## config.mk

```make
export PLATFORM = sky130hd
export DESIGN_NAME = rnv_csc
export DESIGN_NICKNAME = d
export VERILOG_FILES = /design/src/sv/rnv_pkg.sv /design/src/sv/rnv_csc.sv
export SDC_FILE = /design/constraint.sdc
export NUM_CORES = 1
export LEC_CHECK = 0
export BUFFER_PORTS_ARGS = -buffer_cell sky130_fd_sc_hd__buf_4
export CAP_MARGIN = 20
export CORE_UTILIZATION = 60
export DETAILED_ROUTE_END_ITERATION = 7
export PLACE_DENSITY = 0.86
export RECOVER_POWER = 100
export SLEW_MARGIN = 20
export SYNTH_ARGS = -nofsm -noshare
export SYNTH_HDL_FRONTEND = slang
export SYNTH_SLANG_ARGS = --single-unit
```

## constraint.sdc

```tcl
create_clock -name vclk -period 9.4
set_input_delay 0 -clock vclk [all_inputs]
set_output_delay 0 -clock vclk [all_outputs]
set_load 0.005 [all_outputs]
```

## src/sv/rnv_pkg.sv

```systemverilog
// Shared constants, defaults and types of the RGB to NV12 upscaling converter.
package rnv_pkg;

  localparam int RNV_MAX_WIDTH  = 512;
  localparam int RNV_MAX_HEIGHT = 512;
  localparam int RNV_MAX_SCALE  = 8;

  localparam int RNV_DIM_W     = 10;
  localparam int RNV_SCALE_W   = 4;
  localparam int RNV_PIX_W     = 24;
  localparam int RNV_APB_DW    = 32;
  localparam int RNV_PADDR_W   = 4;
  localparam int RNV_REG_IDX_W = 2;

  localparam logic [RNV_REG_IDX_W-1:0] REG_SRC_WIDTH  = 2'd0;
  localparam logic [RNV_REG_IDX_W-1:0] REG_SRC_HEIGHT = 2'd1;
  localparam logic [RNV_REG_IDX_W-1:0] REG_SCALE      = 2'd2;

  localparam logic [RNV_DIM_W-1:0]   RST_SRC_WIDTH  = 10'd320;
  localparam logic [RNV_DIM_W-1:0]   RST_SRC_HEIGHT = 10'd256;
  localparam logic [RNV_SCALE_W-1:0] RST_SCALE      = 4'd1;

  typedef struct packed {
    logic [7:0] y;
    logic [7:0] u;
    logic [7:0] v;
  } rnv_csc_t;

endpackage

```

## src/sv/rnv_csc.sv

```systemverilog
// BT.601 integer color conversion of one RGB sample to saturated Y, U and V bytes.
module rnv_csc
  import rnv_pkg::*;
(
  input  logic [7:0] red_i,
  input  logic [7:0] green_i,
  input  logic [7:0] blue_i,
  output rnv_csc_t   csc_o
);

  localparam logic signed [17:0] YR = 18'sd66;
  localparam logic signed [17:0] YG = 18'sd129;
  localparam logic signed [17:0] YB = 18'sd25;
  localparam logic signed [17:0] UR = 18'sd38;
  localparam logic signed [17:0] UG = 18'sd74;
  localparam logic signed [17:0] UB = 18'sd112;
  localparam logic signed [17:0] VR = 18'sd112;
  localparam logic signed [17:0] VG = 18'sd94;
  localparam logic signed [17:0] VB = 18'sd18;
  // Rounding term plus the output offset moved in front of the shift.
  localparam logic signed [17:0] Y_BIAS = 18'sd4224;
  localparam logic signed [17:0] C_BIAS = 18'sd32896;

  function automatic logic [7:0] sat_shift(input logic signed [17:0] t);
    logic signed [9:0] s;
    s = t[17:8];
    if (s[9]) begin
      sat_shift = 8'd0;
    end else if (s > 10'sd255) begin
      sat_shift = 8'hFF;
    end else begin
      sat_shift = s[7:0];
    end
  endfunction

  logic signed [17:0] r_s, g_s, b_s;
  logic signed [17:0] t_y, t_u, t_v;

  always_comb begin
    r_s = signed'({10'd0, red_i});
    g_s = signed'({10'd0, green_i});
    b_s = signed'({10'd0, blue_i});
    t_y = YR * r_s + YG * g_s + YB * b_s + Y_BIAS;
    t_u = UB * b_s - UR * r_s - UG * g_s + C_BIAS;
    t_v = VR * r_s - VG * g_s - VB * b_s + C_BIAS;
    csc_o.y = sat_shift(t_y);
    csc_o.u = sat_shift(t_u);
    csc_o.v = sat_shift(t_v);
  end

endmodule

```

==> results.yml <==
status:
  status: "completed"
timing:
  fin_tns_setup_ns: 0
  setup_viol: 0
  period_needed_ns: 7.26
  rsz0062_at_grt: "false"
  slew_headroom_pct: 18.2
  fmax_mhz: 138
  finalCritPeriodShare_pct: 77.3
  worst-slew-pin-transition_ns: 1.20
  final_hold_viol_count: 0
  slew_violations: 0
yosys:
  syn_avg_cell_area_um2: 8.97
  synth_top_area_cell: "ha_1"
  synth_nets: 1206
  yosys.area.top_type_share_pct: 40.2
  ys.warnings.count: 0
  synth-seq-area-share_pct: 0
  netlist_area_um2: 7760
  synthTopCellsByArea: "ha_1 (40%), fa_1 (18%), inv_1 (7.1%)"
  synth_cell_types: 61
  synthCells: 865
setup_path:
  cp-start-kind: "input port"
  cp_data_required_time_ns: 9.40
  endpoint_kind: "output port"
  crit_fanout: 7
  worstPathBufferInverterCount: 5
  arrival_ns: 7.26
  startpoint: "green_i[2]"
  slowest_delay_ns: 1.04
  cpLargestDelayFamily: "compound AO/OA/AOI/OAI gates"
  cp_slowest_cell: "a2111oi_0"
  path_class: "in2out"
  crit_top_cell: "a21oi_1"
drt:
  routed_via_density: 5.64
  post-route-drc-count: 0
  drt_iter0_drc: 256
  postRouteAntennaNets: 0
  num_vias: 6108
  first_pass_iters: 4
  routed_wl_mm: 16.5
  avgRoutedWirePerCell_um: 15.2
min_path:
  hold_class: "in2out"
  holdPathStages: 8
  hold_start: "green_i[7]"
  hold_path_end: "csc_o[14]"
layout:
  drive_gt1_share_pct: 6.81
  nets: 1254
  area_delta_synth_final_pct: 6.81
  clock_buffers: 0
  layout_commonest_cell: "ha_1"
  layout_common_cells: "ha_1 (249), inv_1 (147), fa_1 (68)"
  fillers: 1037
  register_area_um2: 0
  seq_cell_count: 0
  diodes: 0
clocking:
  holdBufCountCts: 0
  cts_setup_buffers: 0
  ctsResizeCount: 0
placement:
  io_buffer_count: 48
  place_hpwl_mm: 14.8
  finalWeightedCongestion: 0.889
floorplan:
  boundaryPins: 48
  die_w_um: 116
  core_area_um2: 12600
  num_rows: 41
  initial_core_util_pct: 61.5
  die-area_um2: 13400
  dieHeight_um: 116
grt:
  grt_max_degree: 12
  track_usage_pct: 26.5
  antenna_found_initial: 0
  grt_pass1_vias: 6226
  grt_overflow: 0
  grt_pass1_wl_mm: 28.4
run:
  drv_cap: 0
## worst max path at each step
stage / end / depth (start not counted)
floorplan: csc_o[0] / 23
global placement: csc_o[1] / 26
detailed placement: csc_o[3] / 25
CTS: csc_o[2] / 25
global route: csc_o[1] / 28
finish: csc_o[2] / 28
## layout make-up
class                           instances  area (um2)  share of cell area (%)
Timing Repair Buffer                   48         353                    4.26
Multi-Input combinational cell        716        7170                    86.5
Inverter                              147         552                    6.66
Tap cell                              172         215                    2.60
## kinds of logic (layout without fill, tap and decap cells)
kind of cell | after synthesis | in the layout | share of synthesized area, %
adders and majority gates | 317 | 317 | 57.7
AOI/OAI and AO/OA | 192 | 192 | 17.3
buffers and inverters | 149 | 195 | 7.23
and+or+nand+nor | 119 | 119 | 7.66
xor gates and xnor gates | 87 | 87 | 10.0
muxes | 1 | 1 | 0.129
## routing by layer
metal	up-vias	GRT usage [%]	wire [um]
met2	121	46.1	7810
met3	42	2.77	645
met5	-	0	0
met4	0	9.15	643
li1	3072	-	-
met1	2873	34.2	7360
## through the flow
stage | hold WS (ns) | worst slack [ns] | utilization (%) | area, um2 | cells
3_5_place_dp | 0.979 | 3.03 | 66.0 | 8320 | 1083
4_1_cts | 0.990 | 3.02 | 66.0 | 8320 | 1083
3_3_place_gp | 0.992 | 3.31 | 66.0 | 8320 | 1083
2_1_floorplan | 0.585 | 3.79 | - | 7760 | 865
6_report | 0.985 | 2.14 | 65.7 | 8290 | 1083
5_1_grt | 1.04 | 1.42 | 65.7 | 8290 | 1083
## synthesized netlist by cell type, types with 2 or more instances
master,number
o21a_1,22
or3_1,2
o21bai_1,12
nand3_1,5
a2111oi_0,2
o211a_1,2
o21ai_0,24
a211oi_1,3
nor3_1,13
xor2_1,30
nand2b_1,5
o41ai_1,2
o21ai_1,4
a31oi_1,3
or2_2,2
o311a_1,2
xnor2_1,55
inv_1,147
nand2_1,31
o211ai_1,4
a21o_2,2
ha_1,249
nor2_1,33
a21boi_0,7
fa_1,68
a21oi_1,58
nor2b_1,10
nor3_2,2
and3_1,3
a21o_1,30
and2_1,3
Power is left out: the tool's default activity adds up to more than one toggle a clock period on the data nets, which glitch-free logic cannot reach.
